## src/hdl/sgcpm_pkg.sv

```systemverilog
// Shared types, widths and constants for the smoothed gain, clip and peak meter.
// Used by every module in hdl/; no dependencies.
package sgcpm_pkg;

    localparam int SAMPLE_BITS    = 24;
    localparam int GAIN_FRAC_BITS = 20;
    localparam int GAIN_BITS      = 31;
    localparam int COEFF_BITS     = 16;
    localparam int THR_BITS       = 21;
    localparam int METER_BITS     = SAMPLE_BITS;
    localparam int PROD_BITS      = SAMPLE_BITS + GAIN_BITS + 1;
    localparam int ADDR_BITS      = 4;
    localparam int DATA_BITS      = 32;

    localparam longint SAT_MAX = (longint'(1) << (SAMPLE_BITS - 1)) - 1;
    localparam longint SAT_MIN = -(longint'(1) << (SAMPLE_BITS - 1));
    localparam longint CLIP_HI = SAT_MAX * (longint'(1) << GAIN_FRAC_BITS);
    localparam longint CLIP_LO = SAT_MIN * (longint'(1) << GAIN_FRAC_BITS);

    localparam logic [COEFF_BITS-1:0] COEFF_RST  = COEFF_BITS'(22763);
    localparam logic [THR_BITS-1:0]   THR_RST    = THR_BITS'(105);
    localparam logic [COEFF_BITS-1:0] DECAY_RST  = COEFF_BITS'(62259);
    localparam logic [GAIN_BITS-1:0]  GAIN_UNITY = GAIN_BITS'(longint'(1) << GAIN_FRAC_BITS);

    typedef logic [1:0] t_reg_idx;
    localparam t_reg_idx REG_COEFF = 2'd0;
    localparam t_reg_idx REG_THR   = 2'd1;
    localparam t_reg_idx REG_DECAY = 2'd2;

    typedef struct packed {
        logic signed [SAMPLE_BITS-1:0] sample;
        logic                          first_of_buffer;
        logic                          last_of_buffer;
        logic [GAIN_BITS-1:0]          target_gain;
        logic                          clear_clip;
    } t_in_word;

    typedef struct packed {
        logic signed [SAMPLE_BITS-1:0] out_sample;
        logic                          sample_clipped;
        logic                          clip_seen;
        logic [METER_BITS-1:0]         meter_level;
        logic [GAIN_BITS-1:0]          gain_now;
    } t_out_word;

    // after the gain stage
    typedef struct packed {
        logic signed [SAMPLE_BITS-1:0] sample;
        logic                          last;
        logic                          clear;
        logic [GAIN_BITS-1:0]          gain;
    } t_gain_item;

    // after the multiplier
    typedef struct packed {
        logic signed [PROD_BITS-1:0] prod;
        logic                        last;
        logic                        clear;
        logic [GAIN_BITS-1:0]        gain;
    } t_prod_item;

    // after truncation and saturation
    typedef struct packed {
        logic signed [SAMPLE_BITS-1:0] q;
        logic                          clipped;
        logic [METER_BITS-1:0]         mag;
        logic                          last;
        logic                          clear;
        logic [GAIN_BITS-1:0]          gain;
    } t_sat_item;

endpackage

```

## src/hdl/sgcpm_mul.sv

```systemverilog
// Multiply stage and truncate/saturate stage: sample times gain in unsigned Q11.20,
// clip detection on the exact product. Depends on sgcpm_pkg.
module sgcpm_mul (
    input  logic                  i_clk,
    input  logic                  i_rst_n,
    input  logic                  i_adv,
    input  logic                  i_valid,
    input  sgcpm_pkg::t_gain_item i_item,
    output logic                  o_valid,
    output sgcpm_pkg::t_sat_item  o_item
);
    import sgcpm_pkg::*;

    localparam int QW = PROD_BITS - GAIN_FRAC_BITS;
    localparam logic signed [PROD_BITS-1:0] P_HI  = PROD_BITS'(CLIP_HI);
    localparam logic signed [PROD_BITS-1:0] P_LO  = PROD_BITS'(CLIP_LO);
    localparam logic signed [QW-1:0]        Q_MAX = QW'(SAT_MAX);
    localparam logic signed [QW-1:0]        Q_MIN = QW'(SAT_MIN);

    logic                        r_p_valid, r_s_valid;
    t_prod_item                  r_p;
    t_sat_item                   r_s;

    logic signed [PROD_BITS-1:0] w_prod, w_adj;
    logic signed [QW-1:0]        w_qfull;
    logic signed [SAMPLE_BITS-1:0] w_q;
    logic [METER_BITS-1:0]       w_mag;
    logic                        w_clip;

    assign w_prod = $signed(i_item.sample) * $signed({1'b0, i_item.gain});

    // truncate toward zero: bias negative products before the shift
    assign w_adj   = r_p.prod + (r_p.prod[PROD_BITS-1]
                     ? {{QW{1'b0}}, {GAIN_FRAC_BITS{1'b1}}} : {PROD_BITS{1'b0}});
    assign w_qfull = w_adj[PROD_BITS-1:GAIN_FRAC_BITS];
    assign w_clip  = (r_p.prod >= P_HI) || (r_p.prod <= P_LO);

    always_comb begin
        if (w_qfull > Q_MAX) begin
            w_q = Q_MAX[SAMPLE_BITS-1:0];
        end else if (w_qfull < Q_MIN) begin
            w_q = Q_MIN[SAMPLE_BITS-1:0];
        end else begin
            w_q = w_qfull[SAMPLE_BITS-1:0];
        end
    end

    // full-scale negative gives 2^23, which still fits unsigned
    assign w_mag = w_q[SAMPLE_BITS-1] ? (~w_q + 1'b1) : w_q;

    always_ff @(posedge i_clk) begin
        if (!i_rst_n) begin
            r_p_valid <= 1'b0;
            r_s_valid <= 1'b0;
        end else if (i_adv) begin
            r_p_valid <= i_valid;
            r_s_valid <= r_p_valid;
        end
    end

    always_ff @(posedge i_clk) begin
        if (i_adv) begin
            r_p.prod    <= w_prod;
            r_p.last    <= i_item.last;
            r_p.clear   <= i_item.clear;
            r_p.gain    <= i_item.gain;
            r_s.q       <= w_q;
            r_s.clipped <= w_clip;
            r_s.mag     <= w_mag;
            r_s.last    <= r_p.last;
            r_s.clear   <= r_p.clear;
            r_s.gain    <= r_p.gain;
        end
    end

    assign o_valid = r_s_valid;
    assign o_item  = r_s;

endmodule

```

## config.mk

```make
export PLATFORM = sky130hd
export DESIGN_NAME = sgcpm_mul
export DESIGN_NICKNAME = d
export VERILOG_FILES = /design/src/hdl/sgcpm_pkg.sv /design/src/hdl/sgcpm_mul.sv
export SDC_FILE = /design/constraint.sdc
export NUM_CORES = 2
export LEC_CHECK = 0
export BUFFER_PORTS_ARGS = -buffer_cell sky130_fd_sc_hd__buf_2
export CORE_MARGIN = 1.5
export CORE_UTILIZATION = 25
export DETAILED_ROUTE_END_ITERATION = 6
export GPL_TIMING_DRIVEN = 1
export SETUP_SLACK_MARGIN = 0.02
export SLEW_MARGIN = 20
export SYNTH_ARGS = -nofsm -noshare
export SYNTH_HDL_FRONTEND = slang
export SYNTH_SLANG_ARGS = --single-unit
```

## constraint.sdc

```tcl
create_clock -name i_clk -period 8.3 [get_ports i_clk]
set_input_delay 0.83 -clock i_clk [delete_from_list [all_inputs] [get_ports i_clk]]
set_output_delay 0.83 -clock i_clk [all_outputs]
set_load 0.01 [all_outputs]
```

==> results.txt <==
----------------------------------------------------
[Detailed routing]
  Top Metal Used ... met5
  Count of routing violations after the opening detailed-route iteration ... 1,505
  Total Wirelength ... 89,510 um
  Per-cell via count in the routed design ... 4.516
  Count of antenna-violating nets left after detailed routing ... 0
  Metal-1 WL ... a little over 40,000 um
  Total met3 wirelength after detailed routing ... 5555 um
  Routed met2 length ... 41,250 um
  DRC viols ... 0
  First-pass iteration count of the detailed router ... 5
  Wire per inst ... 17.53 um
  DR vias ... 23,060

[Global routing]
  Number of antenna violations at the first check in global routing ... 19
  Number of global-route vias before repair ... 24,410
  Largest net degree at the start of global routing ... 101
  Total global routing track utilization ... 0.1409
  Grt total ovfl ... 0
  Global-route wire length before repair ... between 100,000 and 150,000 um

[Worst hold path]
  Worst hold path cell count ... 0
  Path class of the lowest-slack min-delay path ... reg -> reg
  Endpoint, Worst Hold ... o_item[1]
  Start point of the worst min-delay path ... r_p[1]

[STA]
  RSZ-0062 raised after global routing ... no
  Final cycle utilization of the critical path ... 0.9457
  Final max-slew violation count ... 0
  Worst Setup Slack, final ... 0.4509 ns
  Fin. Hold Viols ... 0
  Maximum achievable frequency ... roughly 130 MHz
  Fin Setup TNS ... 0 ns
  Headroom to the max-slew limit ... 0.3225
  Final setup fails ... 0
  Setup clock skew after layout ... 0.02518 ns
  Slew of the pin with the lowest slew margin ... between 1 and 1.5 ns
  Final period demand of the worst path ... 7.849 ns

[Placed design]
  DP HPWL ... 74,780 um
  Total of buffers placed on input and output ports ... 143
  Post-Place Worst Slack ... -0.04089 ns
  Dpl cell area ... 35,080 um^2
  Routability congestion estimate from global placement ... around 0.9

[Yosys]
  Post-synthesis sequential element count ... 172
  Post-synthesis sequential area ratio ... 0.1607
  Cell area after synthesis ... 32,010 um^2
  Mapped Nets ... 4,250
  Share of synthesized flip-flops with an asynchronous set or reset ... 0
  Fraction of the mapped netlist area in compound gates ... 0.05558
  Dominant combinational cell family by area after synthesis ... adder cells
  Multiplexer share of the synthesized area ... 0.002306
  Top flip-flop cell by instance count after synthesis ... edfxtp_1
  Post-synth EDFFs ... 170
  Number of synthesis warnings ... 0
  Unique masters post-synth ... slightly below 80
  Adder-cell share of the synthesized area ... 0.4899
  Gate Count Post-Synth ... 3,317
  Mean instance size in the synthesized netlist ... slightly below 10 um^2
  Post-synthesis share of cell area spent on and, or, nand and nor gates ... 0.1659
  Synthesized-area fraction occupied by xor and xnor cells ... 0.02243

[Clocking]
  Total number of H-tree levels ... 4
  Cell at the root of the clock tree ... clkbuf_16
  Total clock sinks ... 172
  Number of gates resized after cts ... 0
  Hold bufs inserted after CTS ... 0
  Clock slew seen by the registers of the worst setup and hold paths ... 0.08 ns
  Clock latency on the worst-skew pair ... around 0.5 ns
  Max Buffers Root-to-Sink ... 2
  Total clock buffers created by CTS ... 17
  Post-CTS setup repair buffer count ... 0
  TritonCTS clock tree ... built

[Cells and area]
  Most frequent cells in the layout ... inv_1 (718), fa_1 (636), nand2_1 (412), and2_1 (367), ha_1 (236)
  Final Cell Area ... 35,670 um^2
  Signed area change from the synthesized netlist to the final layout ... 11.41%
  Area of the multi-input gates ... 23,570 um^2
  Proportion of layout cells with a drive suffix above 1 ... 0.08726
  Final layout net count ... 4,358
  Fillers ... 13,320
  Final Util ... 0.2801
  Storage element area ... just over 5000 um^2
  Leading cell type in the layout, fill and taps excluded ... inv_1

[Worst setup path]
  Worst path slowest cell ... fa_1
  R2R Setup Slk ... ~1.8 ns
  Top fanout value on the critical path ... 16
  Type of the worst setup path ... in -> reg
  Largest stage delay on the critical path ... 0.53 ns
  Endpoint kind of the worst setup timing path ... register
  Critical Path Source Type ... primary input
  Crit-path most repeated cell ... fa_1
  CP startpoint ... i_item[11]
  Destination of the worst register-to-register timing path ... o_item[55]
  Worst-case reg-to-reg path depth ... 20
  Startpoint of the most critical register-to-register path ... r_p[88]
  Critical path arrival ... 8.15 ns
  Req. time, crit path ... 8.60 ns

[Floorplanning]
  Die H ... 360.9 um
  Number of standard-cell rows in the floorplan ... 131
  I/O pin cnt ... 144
  Die Area ... 130,200 um^2
  Core Region ... 127,400 um^2
  Die W ... 360.9 um
  Initial standard-cell utilization of the core ... 0.2514

[Flow run]
  Max Cap Violations ... 0

[Status]
  Run status ... finished, final reports clean

----------------------------------------------------
## metrics by stage
step,cells,hold slack (ns)
after floorplan,3317,0.4003
after global placement,5068,0.4015
after detailed placement,5068,0.4045
after CTS,5100,0.4232
after global routing,5103,0.4290
final,5107,0.4222
## final cells by class
type,instances,area share
Multi-Input combinational cell,2269,0.6607
Sequential cell,172,0.1442
Inverter,718,0.07556
Tap cell,1662,0.05830
Timing Repair Buffer,247,0.04466
Clock buffer,17,0.01193
Clock inverter,15,0.004104
Antenna cell,7,0.0004911
## worst max-delay path: cells and delay by family
kind / cells / cell delay, ns
fa+ha+maj: 8 / 3.75
buf+inv: 8 / 1.23
simple gates: 1 / 0.18
compound gates: 8 / 2.11
## Yosys cell counts (4+ instances only)
cell / n / area, um^2
fa_1: 636 / 12730
a211oi_1: 11 / 82.58
a31oi_1: 9 / 56.30
edfxtp_1: 170 / 5105
or4_1: 6 / 45.04
xor2_1: 30 / 262.8
o211ai_1: 6 / 45.04
nand3_1: 31 / 155.2
a21o_1: 35 / 262.8
nor4_1: 13 / 81.33
a21oi_1: 67 / 335.3
ha_1: 236 / 2953
o21a_1: 5 / 37.54
and4_1: 5 / 43.79
o21bai_1: 9 / 67.56
or3_1: 13 / 81.33
nor2b_1: 27 / 168.9
o21ai_1: 4 / 20.02
nor2_1: 64 / 240.2
o21ai_0: 56 / 280.3
xnor2_1: 52 / 455.4
inv_1: 718 / 2695
or2_2: 8 / 50.05
nand2b_1: 24 / 150.1
nor3_1: 23 / 115.1
and3_1: 16 / 100.1
nand2_1: 412 / 1546
clkbuf_1: 151 / 566.8
and2_1: 367 / 2296
o31a_1: 5 / 43.79
a22oi_1: 4 / 30.03
nand4_1: 17 / 106.4
o31ai_1: 8 / 60.06
nor4b_1: 4 / 35.03
mux2i_1: 4 / 40.04
## worst max-delay path by stage
stage / endpoint / depth (start not counted) / slack (ns)
global placement: r_p[88] / 27 / -0.01
finish: r_p[86] / 25 / 0.45
floorplan: r_p[78] / 24 / 0.83
global route: r_p[84] / 25 / 0.15
CTS: r_p[86] / 25 / 0.50
detailed placement: r_p[86] / 25 / -0.04
## layer usage
metal / global-route usage / vias to the layer above
li1: - / 10340
met1: 0.1930 / 11900
met2: 0.2252 / 692
met3: 0.02877 / 119
met4: 0.03740 / 12
met5: 0 / -
## flip-flops by register name, indices dropped and copies added (netlist names)
name,count
o_item,81
r_p_valid,1
r_p,89
o_valid,1
## cells by family (layout without fill, tap and decap cells)
logic type,after synthesis,count (layout)
DFF,172,172
xor gates and xnor gates,82,82
other,0,7
AOI/OAI and AO/OA,267,267
and+or+nand+nor,1041,1041
muxes,7,7
adders and majority gates,872,872
buffers and inverters,876,997
Power is left out: the tool's default activity adds up to more than one toggle a clock period on the data nets, which glitch-free logic cannot reach.
