[config.mk]
export PLATFORM = sky130hd
export DESIGN_NAME = sgcpm_meter
export DESIGN_NICKNAME = d
export VERILOG_FILES = /design/src/hdl/sgcpm_pkg.sv /design/src/hdl/sgcpm_meter.sv
export SDC_FILE = /design/constraint.sdc
export NUM_CORES = 1
export LEC_CHECK = 0
export ABC_AREA = 1
export BUFFER_PORTS_ARGS = -buffer_cell sky130_fd_sc_hd__clkbuf_2
export CAP_MARGIN = 10
export CORE_MARGIN = 5
export CORE_UTILIZATION = 55
export CTS_CLUSTER_SIZE = 24
export DETAILED_ROUTE_END_ITERATION = 8
export PLACE_DENSITY = 0.77
export SKIP_LAST_GASP = 1
export SLEW_MARGIN = 20
export SYNTH_ARGS = -nofsm -noshare
export SYNTH_HDL_FRONTEND = slang
export SYNTH_SLANG_ARGS = --single-unit
[constraint.sdc]
create_clock -name i_clk -period 7.7 [get_ports i_clk]
set_clock_uncertainty 0.05 [all_clocks]
set_input_delay 1.54 -clock i_clk [delete_from_list [all_inputs] [get_ports i_clk]]
set_output_delay 1.54 -clock i_clk [all_outputs]
set_load 0.02 [all_outputs]
[src/hdl/sgcpm_pkg.sv]
// Shared types, widths and constants for the smoothed gain, clip and peak meter.
// Used by every module in hdl/; no dependencies.
package sgcpm_pkg;

    localparam int SAMPLE_BITS    = 24;
    localparam int GAIN_FRAC_BITS = 20;
    localparam int GAIN_BITS      = 31;
    localparam int COEFF_BITS     = 16;
    localparam int THR_BITS       = 21;
    localparam int METER_BITS     = SAMPLE_BITS;
    localparam int PROD_BITS      = SAMPLE_BITS + GAIN_BITS + 1;
    localparam int ADDR_BITS      = 4;
    localparam int DATA_BITS      = 32;

    localparam longint SAT_MAX = (longint'(1) << (SAMPLE_BITS - 1)) - 1;
    localparam longint SAT_MIN = -(longint'(1) << (SAMPLE_BITS - 1));
    localparam longint CLIP_HI = SAT_MAX * (longint'(1) << GAIN_FRAC_BITS);
    localparam longint CLIP_LO = SAT_MIN * (longint'(1) << GAIN_FRAC_BITS);

    localparam logic [COEFF_BITS-1:0] COEFF_RST  = COEFF_BITS'(22763);
    localparam logic [THR_BITS-1:0]   THR_RST    = THR_BITS'(105);
    localparam logic [COEFF_BITS-1:0] DECAY_RST  = COEFF_BITS'(62259);
    localparam logic [GAIN_BITS-1:0]  GAIN_UNITY = GAIN_BITS'(longint'(1) << GAIN_FRAC_BITS);

    typedef logic [1:0] t_reg_idx;
    localparam t_reg_idx REG_COEFF = 2'd0;
    localparam t_reg_idx REG_THR   = 2'd1;
    localparam t_reg_idx REG_DECAY = 2'd2;

    typedef struct packed {
        logic signed [SAMPLE_BITS-1:0] sample;
        logic                          first_of_buffer;
        logic                          last_of_buffer;
        logic [GAIN_BITS-1:0]          target_gain;
        logic                          clear_clip;
    } t_in_word;

    typedef struct packed {
        logic signed [SAMPLE_BITS-1:0] out_sample;
        logic                          sample_clipped;
        logic                          clip_seen;
        logic [METER_BITS-1:0]         meter_level;
        logic [GAIN_BITS-1:0]          gain_now;
    } t_out_word;

    // after the gain stage
    typedef struct packed {
        logic signed [SAMPLE_BITS-1:0] sample;
        logic                          last;
        logic                          clear;
        logic [GAIN_BITS-1:0]          gain;
    } t_gain_item;

    // after the multiplier
    typedef struct packed {
        logic signed [PROD_BITS-1:0] prod;
        logic                        last;
        logic                        clear;
        logic [GAIN_BITS-1:0]        gain;
    } t_prod_item;

    // after truncation and saturation
    typedef struct packed {
        logic signed [SAMPLE_BITS-1:0] q;
        logic                          clipped;
        logic [METER_BITS-1:0]         mag;
        logic                          last;
        logic                          clear;
        logic [GAIN_BITS-1:0]          gain;
    } t_sat_item;

endpackage

[src/hdl/sgcpm_meter.sv]
// Peak meter, sticky clip flag and result register.
// Depends on sgcpm_pkg.
module sgcpm_meter (
    input  logic                          i_clk,
    input  logic                          i_rst_n,
    input  logic                          i_adv,
    input  logic                          i_valid,
    input  sgcpm_pkg::t_sat_item          i_item,
    input  logic [sgcpm_pkg::COEFF_BITS-1:0] i_decay,
    output logic                          o_valid,
    output sgcpm_pkg::t_out_word          o_word
);
    import sgcpm_pkg::*;

    localparam int DW = METER_BITS + COEFF_BITS;

    logic [METER_BITS-1:0] r_peak, n_peak, r_meter, n_meter;
    logic                  r_clip, n_clip;
    logic                  r_valid;
    t_out_word             r_word;

    logic [DW-1:0]         w_decay_full;
    logic [METER_BITS-1:0] w_decayed, w_peak_upd;
    logic                  w_take;

    assign w_take       = i_adv && i_valid;
    assign w_decay_full = r_meter * i_decay;
    assign w_decayed    = w_decay_full[DW-1:COEFF_BITS];
    assign w_peak_upd   = (i_item.mag > r_peak) ? i_item.mag : r_peak;

    always_comb begin
        n_peak  = r_peak;
        n_meter = r_meter;
        n_clip  = r_clip;
        if (w_take) begin
            n_clip = (r_clip && !i_item.clear) || i_item.clipped;
            n_peak = w_peak_upd;
            if (i_item.last) begin
                n_meter = (w_peak_upd > w_decayed) ? w_peak_upd : w_decayed;
                n_peak  = '0;
            end
        end
    end

    always_ff @(posedge i_clk) begin
        if (!i_rst_n) begin
            r_peak  <= '0;
            r_meter <= '0;
            r_clip  <= 1'b0;
            r_valid <= 1'b0;
        end else begin
            r_peak  <= n_peak;
            r_meter <= n_meter;
            r_clip  <= n_clip;
            if (i_adv) begin
                r_valid <= i_valid;
            end
        end
    end

    always_ff @(posedge i_clk) begin
        if (i_adv) begin
            r_word.out_sample     <= i_item.q;
            r_word.sample_clipped <= i_item.clipped;
            r_word.clip_seen      <= n_clip;
            r_word.meter_level    <= n_meter;
            r_word.gain_now       <= i_item.gain;
        end
    end

    assign o_valid = r_valid;
    assign o_word  = r_word;

`ifndef SYNTH
    a_meter_only_at_end: assert property (@(posedge i_clk) disable iff (!i_rst_n)
        !(w_take && i_item.last) |=> $stable(r_meter))
        else $error("meter changed away from a buffer end");
    a_clip_sticky: assert property (@(posedge i_clk) disable iff (!i_rst_n)
        (w_take && i_item.clipped) |=> r_clip)
        else $error("clipped word did not set the clip flag");
`endif

endmodule

==> flow_summary.rst <==
.. list-table::
   :header-rows: 1

   * - Metric
     - Value
   * - Run status
     - finished with violations
   * - Violations in the final reports
     - setup timing
   * - Area of the die
     - 38300 sq um
   * - Nets@finish
     - 3357
   * - Number of synthesized flops with an enable pin
     - 81
   * - Post-synthesis net count
     - 2985
   * - Largest vdd supply drop
     - 0.000164 V
   * - Timing-limited maximum frequency
     - 121 MHz
   * - Number of distinct standard cells referenced by the synthesized netlist
     - 39
   * - TritonCTS Buffers
     - 17
   * - Sum of routed wire length over all layers
     - 58500 microns
   * - Dominant combinational cell family by area after synthesis
     - adder cells
   * - Via count of the first global-routing pass
     - ~18000
   * - Commonest register cell after synthesis
     - sky130_fd_sc_hd__edfxtp_1
   * - Max Fanout on Critical Path
     - 6
   * - Launching element type of the critical path
     - primary input
   * - Total gr overflow
     - 0
   * - Crit-path leading delay family
     - adder cells
   * - Number of endpoints with negative hold slack in the final report
     - 0
   * - Global-route wire length before repair
     - 91000 microns
   * - Fraction of layout cells with a size suffix above 1
     - 28.5%
   * - Effective utilization at floorplan
     - a little under three fifths
   * - Number of hold buffers added after CTS
     - 0
   * - Total number of vias
     - roughly 17000
   * - Bufs and invs on worst path
     - 11
   * - Area share of and/or/nand/nor cells after synthesis
     - 19.5%
   * - Crit path max-delay cell type
     - sky130_fd_sc_hd__fa_1
   * - Delay of the slowest critical-path stage
     - ~0.56 ns
   * - Max-slew violation count
     - 0
   * - Core area
     - roughly 34000 sq um
   * - Synthesized-area fraction occupied by adder cells
     - between 40% and 50%
   * - Placed Cells incl. Taps
     - around 3200
   * - Data arrival time of the critical path
     - 8.40 ns
   * - PwrDens
     - 158 nW/um^2
   * - Max-Slew Margin vs Limit
     - 34.8%
   * - Sum of negative setup slack
     - -23.36 ns
   * - Final GP Congestion
     - approximately 0.95
   * - Share of async-settable or async-resettable flops after synthesis
     - 0%
   * - Average vias per placed instance
     - around 5.3
   * - Compound-gate portion of the synthesized area
     - 5.17%
   * - Setup repair after global routing missed its margin
     - yes
   * - Clock latency on the worst-skew pair
     - 0.44 ns
   * - Total design power
     - 0.00393 W
   * - TritonCTS clock tree
     - done
   * - Type of the most critical hold path
     - reg2reg
   * - Count of endpoints failing setup in the final report
     - 48
   * - Endpoint kind of the worst setup timing path
     - register
   * - Share of the yosys chip area belonging to registers
     - 18.1%
   * - Met1 Routed Length
     - 22300 microns
   * - Chip Height
     - 196 microns
   * - Total DRC errors in the routed layout
     - 0
   * - Slew at the pin closest to its max-slew limit
     - 0.978 ns
   * - Mux share of post-synthesis cell area
     - 0%
   * - Worst endpoint required time
     - just under 8 ns
   * - WL met2
     - 29400 microns
   * - Sinks on the clock net
     - 131
   * - Antenna diode count
     - 0
   * - Post-DRT Antenna Nets
     - 0
   * - Count of input and output buffers
     - 183
   * - Min Tclk post-route
     - slightly above 8 ns
   * - Summed instance area of the synthesized netlist
     - 19000 sq um
   * - Post-layout worst setup margin
     - -0.587 ns
   * - Synthesized area per cell
     - ~7.8 sq um
   * - Global router's overall resource usage
     - 29.5%
   * - Synthesized instance count
     - 2421
   * - Number of register bits inferred by synthesis
     - 131
   * - Post-synthesis to final-layout area growth
     - 31.2%
   * - Level count of the clock H-tree
     - 4
   * - Critical Setup Path Class
     - in2reg
   * - Number of antenna violations at the first check in global routing
     - 0
   * - Clock root cell
     - sky130_fd_sc_hd__clkbuf_16
   * - Leakage Power
     - ~13 nW
   * - Row count
     - 68
   * - Number of DRC markers in iteration 0
     - 1341
   * - Clock-pin slew on the worst setup and hold paths
     - 0.06 ns
   * - Average wire per standard cell
     - 18.0 microns
   * - First-pass iteration count of the detailed router
     - 6
   * - Final HPWL DP
     - 44300 microns
   * - Maximum clock path buffer count
     - 2
   * - Xor and xnor fraction of the mapped netlist area
     - less than 1%
   * - Routed length on met3
     - 4570 microns
   * - Share of the cycle needed by the critical path after routing
     - 108%
   * - Post-route insts no fill
     - 3261
   * - Maximum number of pins on one net before global-route repair
     - 62
   * - Max_cap viols
     - 0
   * - I/O pin cnt
     - 184
   * - Fill cells
     - 2400
   * - Number of warning messages in the yosys log
     - 0
   * - Placement-stage worst setup slack
     - -1.14 ns
   * - X dimension of the die
     - a little under 200 microns
   * - Highest metal used
     - met4
power by group:
part	total, W	internal (W)	switching [W]
logic	0.00232	0.000991	0.00133
registers	0.000839	0.000799	0.0000400
clock network	0.000770	0.000420	0.000350
worst min-delay path: cells and delay by family (launching register included):
family / cells / cell delay [ns]
flops: 1 / 0.31
simple gates: 1 / 0.06
compound gates: 1 / 0.05
sequential cells by signal, summed over array words and instances (netlist names):
name,count
r_peak,24
r_meter,24
r_clip,1
o_word,81
o_valid,1
timing repair:
action / in CTS / in global routing
setup buffers: 36 / 15
endpoints found under the setup margin: 48 / 48
cloned: 2 / 5
gates resized for setup: 250 / 182
pin swaps: 67 / 76
final cells by class:
class                   count  area (sq um)  area share, %
well taps                 455           569           2.29
multi-input cells        1581         14600           58.5
clock buffers              18           429           1.72
clock inverters            14           116          0.468
flip-flops and latches    131          3430           13.8
inverters                 607          2280           9.16
repair buffers            455          3490           14.0
worst paths after layout:
kind	end	from	slack, ns	cells after the start
max	o_word[33]$_DFFE_PP_	i_decay[4]	-0.59	38
min	o_valid$_SDFFE_PN0P_	o_valid$_SDFFE_PN0P_	0.41	2
max reg2reg	o_word[33]$_DFFE_PP_	r_meter[6]$_SDFF_PN0_	-0.10	34
min reg2reg	o_valid$_SDFFE_PN0P_	o_valid$_SDFFE_PN0P_	0.41	2
Yosys cell counts (10+ instances only):
cell                       count  area, sq um
sky130_fd_sc_hd__clkbuf_1     90          338
sky130_fd_sc_hd__nor3_1       13         65.1
sky130_fd_sc_hd__fa_1        305         6110
sky130_fd_sc_hd__inv_1       606         2270
sky130_fd_sc_hd__nor2_1       68          255
sky130_fd_sc_hd__edfxtp_1     81         2430
sky130_fd_sc_hd__ha_1        157         1960
sky130_fd_sc_hd__nand2_1     720         2700
sky130_fd_sc_hd__o21ai_0      31          155
sky130_fd_sc_hd__o21ai_1      10         50.1
sky130_fd_sc_hd__o21a_1       10         75.1
sky130_fd_sc_hd__dfxtp_1      50         1000
sky130_fd_sc_hd__a21oi_1     121          606
sky130_fd_sc_hd__nand3_1      97          485
cell usage in the layout, fill, tap and decap left out, types with 5 or more instances in the layout:
cell	netlist	layout
sky130_fd_sc_hd__fa_1	305	292
sky130_fd_sc_hd__o21ai_2	1	7
sky130_fd_sc_hd__nand4_1	8	8
sky130_fd_sc_hd__o21a_1	10	10
sky130_fd_sc_hd__ha_1	157	124
sky130_fd_sc_hd__clkbuf_2	1	167
sky130_fd_sc_hd__a21oi_2	0	20
sky130_fd_sc_hd__nand3_4	0	8
sky130_fd_sc_hd__nand2_1	720	637
sky130_fd_sc_hd__nor2_4	1	25
sky130_fd_sc_hd__nand2_2	2	64
sky130_fd_sc_hd__nor2_2	1	14
sky130_fd_sc_hd__clkbuf_16	0	24
sky130_fd_sc_hd__a21oi_4	0	19
sky130_fd_sc_hd__nand3_1	97	67
sky130_fd_sc_hd__inv_2	1	37
sky130_fd_sc_hd__buf_6	3	12
sky130_fd_sc_hd__o21ai_1	10	20
sky130_fd_sc_hd__inv_1	606	569
sky130_fd_sc_hd__dfxtp_1	50	50
sky130_fd_sc_hd__a21oi_1	121	82
sky130_fd_sc_hd__nand2_4	1	18
sky130_fd_sc_hd__inv_6	0	6
sky130_fd_sc_hd__buf_4	2	239
sky130_fd_sc_hd__o21ai_0	31	10
sky130_fd_sc_hd__nor2_1	68	31
sky130_fd_sc_hd__buf_12	0	18
sky130_fd_sc_hd__o21ai_4	0	5
sky130_fd_sc_hd__xnor2_1	6	5
sky130_fd_sc_hd__ha_4	0	32
sky130_fd_sc_hd__edfxtp_1	81	81
sky130_fd_sc_hd__clkbuf_8	0	5
sky130_fd_sc_hd__fa_2	0	13
sky130_fd_sc_hd__nor3_2	2	7
sky130_fd_sc_hd__nand3_2	2	24
sky130_fd_sc_hd__nor3_4	0	5
cell families after synthesis:
family	count (synthesis)
flops	131
compound gates	185
simple gates	925
fa+ha+maj	462
xor+xnor	9
buf+inv	709
metal layers:
metal  track usage [%]  up-vias
met4              9.13        0
met2              51.2      794
li1                  -     7916
met5                 0        -
met1              38.0     8452
met3              4.83      194
through the flow:
| step | util (%) | cell area (sq um) | hold slack, ns |
|---|---|---|---|
| floorplan | - | 19300 | 0.395 |
| global placement | 64.3 | 22000 | 0.397 |
| detailed placement | 64.3 | 22000 | 0.409 |
| CTS | 70.0 | 24000 | 0.419 |
| global route | 72.6 | 24900 | 0.437 |
| finish | 72.6 | 24900 | 0.415 |
(Power assumes the default switching activity.)
